<file path="src/hdl/tqv_pkg.sv">
// ----------------------------------------------------------------------------
// tqv_pkg
// Shared types and constants of the tile quad vertex generator.
// ----------------------------------------------------------------------------
package tqv_pkg;

   localparam int CFG_W  = 9;
   localparam int POS_W  = 18;
   localparam int TEX_W  = 29;
   localparam int BASE_W = 21;

   localparam logic [POS_W-1:0] POS_MAX = 18'h3FFFF;
   localparam int TEX_MAX = 268435455;

   // ceil(2^22 / 90), exact quotient for any 15-bit dividend
   localparam int RECIP_90 = 46604;
   localparam int RECIP_SHIFT = 22;

   localparam logic [1:0] CSR_TILE_WIDTH    = 2'd0;
   localparam logic [1:0] CSR_TILE_HEIGHT   = 2'd1;
   localparam logic [1:0] CSR_TILES_PER_ROW = 2'd2;

   typedef struct packed {
      logic [11:0]       slot;
      logic [POS_W-1:0]  px_l;
      logic [POS_W-1:0]  px_r;
      logic [POS_W-1:0]  py_t;
      logic [POS_W-1:0]  py_b;
      logic [BASE_W-1:0] u_lo;
      logic [BASE_W-1:0] u_hi;
      logic [BASE_W-1:0] v_lo;
      logic [BASE_W-1:0] v_hi;
      logic [1:0]        turns;
      logic              flip;
   } tqv_tile_type;

endpackage

</file>
<file path="src/hdl/tile_quad_vertex_generator.sv">
// ----------------------------------------------------------------------------
// tile_quad_vertex_generator
// Turns one tile record into the four corner vertices of its quad: screen
// position from the grid and atlas coordinates from the tile index.
//
//   channel  direction  handshake          payload
//   req      in         req_valid/stall    slot, index, col, row, flip, rot
//   rsp      out        rsp_valid/stall    slot, corner, pos, tex, last
//   csr      in         csr_write          index, wdata
//
// A tile leaves as four corners through the output register, one corner per
// cycle while rsp is not stalled; an empty tile is dropped at the first stage.
// A request reaches its first corner through a 6-stage pipeline with a
// 4-stage index divider, a tile hold register and the output register.
// Reset is synchronous: valid bits clear and the size registers go to 16.
// A stall on rsp holds the pipeline stage by stage; nothing is dropped.
// ----------------------------------------------------------------------------
module tile_quad_vertex_generator #(
   parameter int INSET_Q8 = 26
) (
   input  logic                        clock,
   input  logic                        reset,
   input  logic                        req_valid,
   output logic                        req_stall,
   input  logic [11:0]                 req_tile_slot,
   input  logic signed [12:0]          req_tile_index,
   input  logic [9:0]                  req_grid_col,
   input  logic [9:0]                  req_grid_row,
   input  logic                        req_flip_horizontal,
   input  logic signed [15:0]          req_rot_degrees,
   output logic                        rsp_valid,
   input  logic                        rsp_stall,
   output logic [11:0]                 rsp_quad_slot,
   output logic [1:0]                  rsp_corner,
   output logic [tqv_pkg::POS_W-1:0]   rsp_pos_x,
   output logic [tqv_pkg::POS_W-1:0]   rsp_pos_y,
   output logic signed [tqv_pkg::TEX_W-1:0] rsp_tex_u,
   output logic signed [tqv_pkg::TEX_W-1:0] rsp_tex_v,
   output logic                        rsp_last,
   input  logic                        csr_write,
   input  logic [1:0]                  csr_index,
   input  logic [tqv_pkg::CFG_W-1:0]   csr_wdata
);
   import tqv_pkg::*;

   localparam int NSTAGE = 6;
   localparam int MULW   = 31;

   typedef struct packed {
      logic [11:0]       slot;
      logic [11:0]       nq;
      logic [7:0]        rem;
      logic [9:0]        col;
      logic [9:0]        row;
      logic              flip;
      logic              rot_neg;
      logic [14:0]       rot;
      logic [1:0]        turns;
      logic [POS_W-1:0]  px;
      logic [POS_W-1:0]  py;
      logic [BASE_W-1:0] u_lo;
      logic [BASE_W-1:0] v_lo;
   } pipe_type;

   logic [CFG_W-1:0]  tw_ff;
   logic [CFG_W-1:0]  th_ff;
   logic [CFG_W-1:0]  tpr_ff;

   pipe_type          st_ff [NSTAGE];
   pipe_type          st_in [NSTAGE];
   logic [NSTAGE-1:0] v_ff;
   logic [NSTAGE-1:0] adv;

   logic [MULW-1:0]   rot_prod;
   logic [POS_W-1:0]  px_prod;
   logic [POS_W-1:0]  py_prod;
   logic [BASE_W-1:0] tx_prod;
   logic [BASE_W-1:0] ty_prod;

   tqv_tile_type      tile;
   logic              emit_ready;

   function automatic logic [CFG_W-1:0] clamp_reg(input logic [CFG_W-1:0] v);
      if (v == '0) begin
         return CFG_W'(1);
      end else if (v > CFG_W'(256)) begin
         return CFG_W'(256);
      end
      return v;
   endfunction

   function automatic logic [POS_W-1:0] sat_pos(input logic [POS_W-1:0] a,
                                                input logic [CFG_W-1:0] b);
      logic [POS_W:0] sum;
      sum = {1'b0, a} + (POS_W+1)'(b);
      return sum[POS_W] ? POS_MAX : sum[POS_W-1:0];
   endfunction

   // three restoring division steps on the index
   function automatic pipe_type div3(input pipe_type p, input logic [CFG_W-1:0] d);
      pipe_type   r;
      logic [8:0] t;
      r = p;
      for (int j = 0; j < 3; j++) begin
         t = {r.rem, r.nq[11]};
         if (t >= d) begin
            t    = t - d;
            r.nq = {r.nq[10:0], 1'b1};
         end else begin
            r.nq = {r.nq[10:0], 1'b0};
         end
         r.rem = t[7:0];
      end
      return r;
   endfunction

   // config registers
   always_ff @(posedge clock) begin
      if (reset) begin
         tw_ff  <= CFG_W'(16);
         th_ff  <= CFG_W'(16);
         tpr_ff <= CFG_W'(16);
      end else if (csr_write) begin
         case (csr_index)
            CSR_TILE_WIDTH:    tw_ff  <= clamp_reg(csr_wdata);
            CSR_TILE_HEIGHT:   th_ff  <= clamp_reg(csr_wdata);
            CSR_TILES_PER_ROW: tpr_ff <= clamp_reg(csr_wdata);
            default: begin
            end
         endcase
      end
   end

   // stage flow control
   always_comb begin
      adv[NSTAGE-1] = !v_ff[NSTAGE-1] || emit_ready;
      for (int i = NSTAGE-2; i >= 0; i--) begin
         adv[i] = !v_ff[i] || adv[i+1];
      end
   end

   assign req_stall = !adv[0];

   assign rot_prod = MULW'(st_ff[0].rot) * MULW'(RECIP_90);
   assign px_prod  = POS_W'(st_ff[0].col) * POS_W'(tw_ff);
   assign py_prod  = POS_W'(st_ff[0].row) * POS_W'(th_ff);
   assign tx_prod  = BASE_W'(st_ff[4].rem) * BASE_W'(tw_ff);
   assign ty_prod  = BASE_W'(st_ff[4].nq) * BASE_W'(th_ff);

   always_comb begin
      st_in[0]         = '0;
      st_in[0].slot    = req_tile_slot;
      st_in[0].nq      = req_tile_index[11:0];
      st_in[0].rem     = 8'd0;
      st_in[0].col     = req_grid_col;
      st_in[0].row     = req_grid_row;
      st_in[0].flip    = req_flip_horizontal;
      st_in[0].rot_neg = req_rot_degrees[15];
      st_in[0].rot     = req_rot_degrees[14:0];

      for (int i = 1; i <= 4; i++) begin
         st_in[i] = div3(st_ff[i-1], tpr_ff);
      end
      st_in[1].turns = st_ff[0].rot_neg ? 2'd0 : rot_prod[RECIP_SHIFT+1:RECIP_SHIFT];
      st_in[1].px    = px_prod;
      st_in[1].py    = py_prod;

      st_in[5]      = st_ff[4];
      st_in[5].u_lo = tx_prod;
      st_in[5].v_lo = ty_prod;
   end

   always_ff @(posedge clock) begin
      if (reset) begin
         v_ff <= '0;
      end else begin
         if (adv[0]) begin
            v_ff[0] <= req_valid && !req_tile_index[12];
         end
         for (int i = 1; i < NSTAGE; i++) begin
            if (adv[i]) begin
               v_ff[i] <= v_ff[i-1];
            end
         end
      end
   end

   always_ff @(posedge clock) begin
      for (int i = 0; i < NSTAGE; i++) begin
         if (adv[i]) begin
            st_ff[i] <= st_in[i];
         end
      end
   end

   // corner values of the finished tile
   always_comb begin
      tile.slot  = st_ff[NSTAGE-1].slot;
      tile.px_l  = st_ff[NSTAGE-1].px;
      tile.px_r  = sat_pos(st_ff[NSTAGE-1].px, tw_ff);
      tile.py_t  = st_ff[NSTAGE-1].py;
      tile.py_b  = sat_pos(st_ff[NSTAGE-1].py, th_ff);
      tile.u_lo  = st_ff[NSTAGE-1].u_lo;
      tile.u_hi  = st_ff[NSTAGE-1].u_lo + BASE_W'(tw_ff);
      tile.v_lo  = st_ff[NSTAGE-1].v_lo;
      tile.v_hi  = st_ff[NSTAGE-1].v_lo + BASE_W'(th_ff);
      tile.turns = st_ff[NSTAGE-1].turns;
      tile.flip  = st_ff[NSTAGE-1].flip;
   end

   tqv_corner_emit #(
      .INSET_Q8 (INSET_Q8)
   ) u_emit (
      .clock         (clock),
      .reset         (reset),
      .in_valid      (v_ff[NSTAGE-1]),
      .in_ready      (emit_ready),
      .in_tile       (tile),
      .rsp_valid     (rsp_valid),
      .rsp_stall     (rsp_stall),
      .rsp_quad_slot (rsp_quad_slot),
      .rsp_corner    (rsp_corner),
      .rsp_pos_x     (rsp_pos_x),
      .rsp_pos_y     (rsp_pos_y),
      .rsp_tex_u     (rsp_tex_u),
      .rsp_tex_v     (rsp_tex_v),
      .rsp_last      (rsp_last)
   );

   // input is held back only behind a full first stage
   a_stall_cause: assert property (@(posedge clock) disable iff (reset)
      req_stall |-> v_ff[0])
      else $error("request stalled with empty first stage");

   // an empty tile never enters the pipeline
   a_empty_drop: assert property (@(posedge clock) disable iff (reset)
      req_valid && !req_stall && req_tile_index[12] |=> !v_ff[0])
      else $error("empty tile entered pipeline");

   // a blocked last stage keeps its tile
   a_last_hold: assert property (@(posedge clock) disable iff (reset)
      v_ff[NSTAGE-1] && !adv[NSTAGE-1]
      |=> v_ff[NSTAGE-1] && $stable(st_ff[NSTAGE-1].slot)
          && $stable(st_ff[NSTAGE-1].u_lo))
      else $error("stalled tile lost in last stage");

endmodule

</file>
<file path="src/hdl/tqv_corner_emit.sv">
// ----------------------------------------------------------------------------
// tqv_corner_emit
// Holds one finished tile and sends its four corners through an output register,
// one corner per cycle while rsp is not stalled, applying flip, rotation and inset.
// ----------------------------------------------------------------------------
module tqv_corner_emit #(
   parameter int INSET_Q8 = 26
) (
   input  logic                        clock,
   input  logic                        reset,
   input  logic                        in_valid,
   output logic                        in_ready,
   input  tqv_pkg::tqv_tile_type       in_tile,
   output logic                        rsp_valid,
   input  logic                        rsp_stall,
   output logic [11:0]                 rsp_quad_slot,
   output logic [1:0]                  rsp_corner,
   output logic [tqv_pkg::POS_W-1:0]   rsp_pos_x,
   output logic [tqv_pkg::POS_W-1:0]   rsp_pos_y,
   output logic signed [tqv_pkg::TEX_W-1:0] rsp_tex_u,
   output logic signed [tqv_pkg::TEX_W-1:0] rsp_tex_v,
   output logic                        rsp_last
);
   import tqv_pkg::*;

   localparam int QW = BASE_W + 10;
   localparam logic signed [QW-1:0] INSET_S = QW'(INSET_Q8);
   localparam logic signed [QW-1:0] TEX_MAX_S = QW'(TEX_MAX);

   tqv_tile_type      hold_ff;
   logic              hold_valid_ff;
   logic [1:0]        k_ff;

   logic              rsp_valid_ff;
   logic [11:0]       slot_ff;
   logic [1:0]        corner_ff;
   logic [POS_W-1:0]  pos_x_ff;
   logic [POS_W-1:0]  pos_y_ff;
   logic [TEX_W-1:0]  tex_u_ff;
   logic [TEX_W-1:0]  tex_v_ff;
   logic              last_ff;

   logic              out_load;
   logic              emit;
   logic [1:0]        s;
   logic              right;
   logic              bottom;
   logic [TEX_W-1:0]  tex_u_in;
   logic [TEX_W-1:0]  tex_v_in;

   function automatic logic [TEX_W-1:0] tex_field(input logic [BASE_W-1:0] base,
                                                  input logic high_side);
      logic signed [QW-1:0] q;
      q = $signed({2'b00, base, 8'h00});
      q = high_side ? (q - INSET_S) : (q + INSET_S);
      if (q > TEX_MAX_S) begin
         q = TEX_MAX_S;
      end
      return q[TEX_W-1:0];
   endfunction

   assign out_load = !rsp_valid_ff || !rsp_stall;
   assign emit     = out_load && hold_valid_ff;
   assign in_ready = !hold_valid_ff || (emit && (k_ff == 2'd3));

   always_comb begin
      s        = (k_ff - hold_ff.turns) ^ {1'b0, hold_ff.flip};
      right    = k_ff[0] ^ k_ff[1];
      bottom   = k_ff[1];
      tex_u_in = tex_field((s[0] ^ s[1]) ? hold_ff.u_hi : hold_ff.u_lo, right);
      tex_v_in = tex_field(s[1] ? hold_ff.v_hi : hold_ff.v_lo, bottom);
   end

   always_ff @(posedge clock) begin
      if (reset) begin
         hold_valid_ff <= 1'b0;
         k_ff          <= 2'd0;
         rsp_valid_ff  <= 1'b0;
      end else begin
         if (in_ready) begin
            hold_valid_ff <= in_valid;
         end
         if (emit) begin
            k_ff <= k_ff + 2'd1;
         end
         if (out_load) begin
            rsp_valid_ff <= hold_valid_ff;
         end
      end
   end

   always_ff @(posedge clock) begin
      if (in_ready) begin
         hold_ff <= in_tile;
      end
      if (emit) begin
         slot_ff   <= hold_ff.slot;
         corner_ff <= k_ff;
         pos_x_ff  <= right ? hold_ff.px_r : hold_ff.px_l;
         pos_y_ff  <= bottom ? hold_ff.py_b : hold_ff.py_t;
         tex_u_ff  <= tex_u_in;
         tex_v_ff  <= tex_v_in;
         last_ff   <= (k_ff == 2'd3);
      end
   end

   assign rsp_valid     = rsp_valid_ff;
   assign rsp_quad_slot = slot_ff;
   assign rsp_corner    = corner_ff;
   assign rsp_pos_x     = pos_x_ff;
   assign rsp_pos_y     = pos_y_ff;
   assign rsp_tex_u     = tex_u_ff;
   assign rsp_tex_v     = tex_v_ff;
   assign rsp_last      = last_ff;

   // corners of one tile follow each other without a gap
   a_corner_seq: assert property (@(posedge clock) disable iff (reset)
      rsp_valid && !rsp_stall && !rsp_last
      |=> rsp_valid && (rsp_corner == $past(rsp_corner) + 2'd1))
      else $error("corner sequence broken");

   // a new tile always starts at the top-left corner
   a_corner_start: assert property (@(posedge clock) disable iff (reset)
      rsp_valid && !rsp_stall && rsp_last |=> !rsp_valid || (rsp_corner == 2'd0))
      else $error("tile does not start at corner zero");

   // a stalled corner stays put
   a_rsp_hold: assert property (@(posedge clock) disable iff (reset)
      rsp_valid && rsp_stall
      |=> rsp_valid && $stable(rsp_corner) && $stable(rsp_tex_u) && $stable(rsp_pos_x))
      else $error("stalled corner changed");

endmodule

</file>
<file path="config.mk">
export PLATFORM = sky130hd
export DESIGN_NAME = tile_quad_vertex_generator
export DESIGN_NICKNAME = d
export VERILOG_FILES = /design/src/hdl/tqv_pkg.sv /design/src/hdl/tile_quad_vertex_generator.sv /design/src/hdl/tqv_corner_emit.sv
export SDC_FILE = /design/constraint.sdc
export NUM_CORES = 2
export LEC_CHECK = 0
export BUFFER_PORTS_ARGS = -buffer_cell sky130_fd_sc_hd__buf_2
export CORE_MARGIN = 3
export CORE_UTILIZATION = 30
export DETAILED_ROUTE_END_ITERATION = 12
export GPL_TIMING_DRIVEN = 0
export PLACE_DENSITY_LB_ADDON = 0.25
export SLEW_MARGIN = 20
export SYNTH_ARGS = -nofsm -noshare
export SYNTH_HDL_FRONTEND = slang
export SYNTH_SLANG_ARGS = --single-unit
</file>
<file path="constraint.sdc">
create_clock -name clock -period 19.35 [get_ports clock]
set_input_delay 0 -clock clock [delete_from_list [all_inputs] [get_ports clock]]
set_output_delay 0 -clock clock [all_outputs]
set_load 0.005 [all_outputs]
</file>
Word-level counts from Yosys, hierarchy flattened
Memory sizes are Yosys's and may differ from the RTL's.
Index checks and enable logic that the tools add are counted.
{"block": "op_classes", "n_div": 0, "n_reduce_logical": 27, "mul": 5, "n_lt_le_gt_ge": 15, "addsub": 22, "shifts": 0, "n_bitwise": 3, "eq_ne": 3, "mux": 59}
{"cell": ">= comparator 9 bit", "n": 12}
{"cell": "two-way mux 8 bit", "n": 12}
{"cell": "subtractor 8 bit", "n": 12}
{"cell": "greater-than comparator 31 x 29 -> 1 bit (second input constant)", "n": 2}
{"cell": "two-way mux 31 bit", "n": 2}
{"cell": "adder 29 x 5 -> 30 bit (second input constant)", "n": 2}
{"cell": "subtractor 29 x 5 -> 30 bit (second input constant)", "n": 2}
{"cell": "two-way mux 9 bit", "n": 5}
{"cell": "adder 21 x 9 -> 21 bit", "n": 2}
{"cell": "two-way mux 21 bit", "n": 2}
{"cell": "adder 18 x 9 -> 19 bit", "n": 2}
{"cell": "multiplier 10 x 9 -> 18 bit", "n": 2}
{"cell": "two-way mux 18 bit", "n": 2}
{"cell": "two-way mux 1 bit", "n": 35}
{"cell": "multiplier 15 x 14 -> 22 bit (second input constant)", "n": 1}
{"cell": "multiplier 12 x 9 -> 21 bit", "n": 1}
{"cell": "multiplier 8 x 9 -> 17 bit", "n": 1}
{"cell": "zero test 1 bit", "n": 11}
{"cell": "greater-than comparator 9 bit (second input constant)", "n": 1}
{"cell": "zero test 9 bit", "n": 1}
{"cell": "logical OR 1 bit", "n": 8}
{"cell": "AND reduction 2 bit", "n": 3}
{"cell": "== test 2 bit (second input constant)", "n": 2}
{"cell": "logical AND 1 bit", "n": 3}
{"cell": "7 further kinds", "n": 8}
{"block": "totals", "word_cells": 165, "n_memories": 1, "mem_bits_ro": 0, "latch_bits": 0, "ff_bits": 317, "in_bits": 78, "out_inout_bits": 111, "ram_bits": 894}
{"name": "st_ff", "words": 6, "word_bits": 149, "rd": 6, "rd_clocked_by_memory_dff": 0, "wr": 6, "line_no": "tile_quad_vertex_generator.sv:69", "rtl": "pipe_type st_ff [NSTAGE];"}

Depth between registers and ports, before layout
{"block": "depth", "depth_word": 13, "ltp_mapped": 27, "mapped_depth_nobuf": 26}

By module
From an unflattened synthesis, not the netlist that was laid out.
{"block": "unflattened", "hier_cells": 3785, "area_unflattened_um2": 45926.5}
{"module": "tile_quad_vertex_generator", "area_per_inst_um2": 34675.8, "seq_area_each_um2": 13693.1, "n_inst": 1, "cells_per_inst": 3068}
{"module": "tqv_corner_emit", "area_per_inst_um2": 11250.8, "seq_area_each_um2": 8187.9, "n_inst": 1, "cells_per_inst": 717}

Worst setup path before layout
No wires, ideal clock.
{"block": "synth_path", "path_type": "reg2reg", "start": "register tpr_ff[1]", "end": "memory st_ff[2][119] (netlist name) (data pin)", "synth_period_minus_slack_ps": 6509, "n_path_buf": 0, "slack_ps": 12841, "required_ps": 19090, "t_arrival_ps": 6249, "path_stages_with_launch": 25, "setup_time_ps": 260, "cell_sequence": "dfxtp_1 > inv_1 > ha_1 > nor2b_1 > o31a_1 > o21a_1 > o22ai_1 > mux2_2 > inv_1 > ha_1 > nor2b_1 > o211ai_1 > nand3_1 > o31a_1 > a211oi_2 > inv_2 > mux2i_1 > ha_1 > nor2b_1 > o21ai_0 > a21oi_1 > o41ai_1 > a211o_1 > clkinv_1 > mux2_2"}
{"element": "start: declaration", "line_no": "tile_quad_vertex_generator.sv:67", "rtl": "logic [CFG_W-1:0] tpr_ff;"}
{"element": "start signal: assignment", "line_no": "tile_quad_vertex_generator.sv:127", "rtl": "CSR_TILES_PER_ROW: tpr_ff <= clamp_reg(csr_wdata);"}
{"element": "end: declaration", "line_no": "tile_quad_vertex_generator.sv:69"}

==> reports/summary.txt <==
die footprint = 0.155 mm2
Congestion Overflow GR = 0
TritonCTS Sinks = 734
filler instances = 14700
Worst slew margin = 0.243
Startpoint Class = flip-flop
Switch Pwr = 2.74 mW
Sw Ratio = 0.361
WL/cell = 16.5 um
Avg Cell Area, Syn = 12.1 um2
core footprint = 0.149 mm2
hold path endpoint = st_ff[0][145]
crit share post-route = 0.422
Crit Path Category = flip-flop to flip-flop
I/O Buffers = 185
placed cell area = 0.0489 mm2
r2r worst-path depth = 24
CTS H-tree depth = 3
First DRT Iteration DRCs = 1459
routability congestion estimate = 0.826
Detail Placement HPWL = 76500 um
Post-synth ARST share = 0
fmax = 122 MHz
Final Hold Viols = 0
worst skew pair latency = 0.66 ns
first-pass GRT wire length = 163000 um
CP endpoint kind = flip-flop
Crit path required time = 19.75 ns
crit-path max cell delay = 0.85 ns
Ys Warns = 0
gr usage total = 0.133
Finished Cell Area = 0.0530 mm2
total chip power = 7.60 mW
worst-margin pin slew = 1.13 ns
Synth Flop Type = edfxtp_1
status = complete, no violations
Worst-path clk slew = 0.06 ns
Leakage = 22.6 nW
Flop pwr share = 0.316
RSZ-0062 raised after global routing = no
vias in the first global route = 28600
Max VDD drop = 0.146 mV
Final setup viols = 0
Chip Width = 394 um
setup_tns = 0 ns
worst-path cell chain = inv_2, ha_1, nor2b_1, o31a_1, o21a_1, o22ai_1, mux2_2, inv_1, ha_1, nor2b_1, o211ai_1, nand3_1, o31a_1, a211oi_2, inv_2, mux2i_1, ha_1, nor2b_1, o21ai_0, a21oi_1, o41ai_1, a211o_1, clkinv_1, mux2_2
largest net degree at the start of global routing = 87
CTS Buf Count = 85
dominant cell type by area after synthesis = edfxtp_1
Cell Pwr Density = 143 mW/mm2
TritonRoute pass-1 iters = 5
post-route antenna net violation count = 0
post-cts resize count = 0
crit path time final = 8.17 ns
count leader, synth = edfxtp_1
Max-Cap Viols = 0
DRT Wirelength = 102000 um
Seq cells post-synth = 734
commonest cells in the netlist = edfxtp_1, inv_1, nand2_1
Nets = 4854
internal power = 4.86 mW
Die Y = 394 um
Reg2Reg Launch Point = tpr_ff[1]
Crit-path slowest cell = dfxtp_1
share of the synthesized area in the top cell type = 0.463
post-synth cell types = 77
min-delay src = req_tile_slot[8]
main area contributors after synthesis = edfxtp_1, fa_1, ha_1, inv_1, nand2_1
Bufs on Longest Clock Path = 3
I/O Pins = 189
CTS tree = yes
FF-to-FF End = st_ff[2][120]
fraction of layout cells with a size suffix above 1 = 0.115
Max Slew Vio Count = 0
Root Driver = clkbuf_16
sequential share of the synthesized area = 0.479
Layout area overhead = 17.2%
drt via density = 4.50
HP Class = input pin to flip-flop
row cnt = 141
Worst Path Arrival = 8.57 ns
Initial Util = 0.304
clock network fraction of design power = 0.219
initial antenna violation count = 11
worst-path maximum fanout = 20
Mapped Cells = 3737
Post-synth EDFFs = 697
Gate power share = 0.465
r2r setup slk = 11.18 ns
Netlist Area Pre-Place = 0.0452 mm2
DR vias = 28000
DRC = 0
Clock Skew = 0.0225 ns
Hold Path Cell Cnt = 2
area by class of cell:
class,instances,area (um2),area share
clock buffers,99,2220,0.0419
repair buffers,305,2290,0.0432
flip-flops and latches,734,21700,0.409
well taps,2002,2500,0.0473
multi-input cells,2459,21500,0.405
clock inverters,58,684,0.0129
plain buffers,104,449,0.00848
diodes,9,22.5,0.000425
inverters,441,1670,0.0315
layer usage:
| metal | up-vias | share of wire | GRT usage | wire length, um |
|---|---|---|---|---|
| met2 | 419 | 0.45 | 0.208 | 45600 |
| met3 | 130 | 0.043 | 0.0243 | 4430 |
| li1 | 13800 | - | - | - |
| met4 | 2 | 0.023 | 0.0394 | 2310 |
| met5 | - | 0.00013 | 0 | 13 |
| met1 | 13700 | 0.49 | 0.189 | 50000 |
cells by family (layout without fill, tap and decap cells):
| family | count (synthesis) | count (layout) | synth area share |
|---|---|---|---|
| AO/OA/AOI/OAI | 450 | 450 | 0.0637 |
| buffers and inverters | 545 | 1007 | 0.0465 |
| other | 1 | 11 | 0.0000830 |
| flip-flops | 734 | 734 | 0.479 |
| multiplexers | 156 | 156 | 0.0375 |
| AND/OR/NAND/NOR | 999 | 999 | 0.107 |
| XOR/XNOR | 206 | 206 | 0.0404 |
| adder cells (fa/ha/maj) | 646 | 646 | 0.225 |
sequential cells by signal (all words and copies together), names as in the netlist:
name	cells
st_ff	434
th_ff	9
tpr_ff	9
tw_ff	9
u_emit.hold_ff	164
u_emit.hold_valid_ff	1
u_emit.k_ff	2
u_emit.rsp_corner	2
u_emit.rsp_last	1
u_emit.rsp_pos_x	18
u_emit.rsp_pos_y	18
u_emit.rsp_quad_slot	12
u_emit.rsp_tex_u	24
u_emit.rsp_tex_v	24
u_emit.rsp_valid	1
v_ff	6
cell usage in the layout (no fill, tap or decap), types with 108 or more instances in the layout:
cell           instances
a21oi_1              136
and2_1               155
buf_2                190
dlygate4sd3_1        110
edfxtp_1             697
fa_1                 278
ha_1                 368
inv_1                430
mux2_2               108
nand2_1              380
nor2_1               158
xnor2_1              141
repair_timing:
item / CTS / global route
hold endpoints to repair: 91 / 0
setup buffers: 0 / 0
endpoints found under the setup margin: 0 / 0
hold buffers: 110 / 0
power by group through the flow:
stage               Combinational [mW]  Sequential [mW]  Clock (mW)
floorplan                         2.78             2.34           0
global placement                  3.49             2.43           0
detailed placement                3.52             2.44           0
CTS                               3.57             2.41        1.73
global route                      4.00             2.44        1.80
finish                            3.53             2.40        1.66
through the flow:
step / hold WS (ns) / setup WS, ns / util / instances
3_3_place_gp: 0.177 / 9.89 / 0.327 / 5925
5_1_grt: 0.0380 / 10.49 / 0.356 / 6203
2_1_floorplan: 0.0989 / 12.84 / - / 3738
4_1_cts: 0.000876 / 11.10 / 0.356 / 6202
6_report: 0.0751 / 11.18 / 0.356 / 6211
3_5_place_dp: 0.178 / 11.11 / 0.329 / 5935
worst max path at each step:
| stage | cells past startpoint | slack (ns) | to | start |
|---|---|---|---|---|
| after global routing | 24 | 10.49 | st_ff[2][120] | tpr_ff[1] |
| final | 24 | 11.18 | st_ff[2][120] | tpr_ff[1] |
| after floorplan | 24 | 12.84 | st_ff[2][119] | tpr_ff[1] |
| after detailed placement | 24 | 11.11 | st_ff[2][120] | tpr_ff[1] |
| after global placement | 6 | 9.89 | st_ff[0][84] | u_emit.k_ff[1] |
| after CTS | 24 | 11.10 | st_ff[2][120] | tpr_ff[1] |
worst max-delay path: cells and delay by family (launching register included):
kind / cells / cell delay [ns]
AO/OA/AOI/OAI: 10 / 3.13
adder cells (fa/ha/maj): 3 / 1.01
buffers and inverters: 4 / 1.09
flip-flops: 1 / 0.85
multiplexers: 3 / 1.22
AND/OR/NAND/NOR: 4 / 0.57
(Power assumes the default switching activity.)
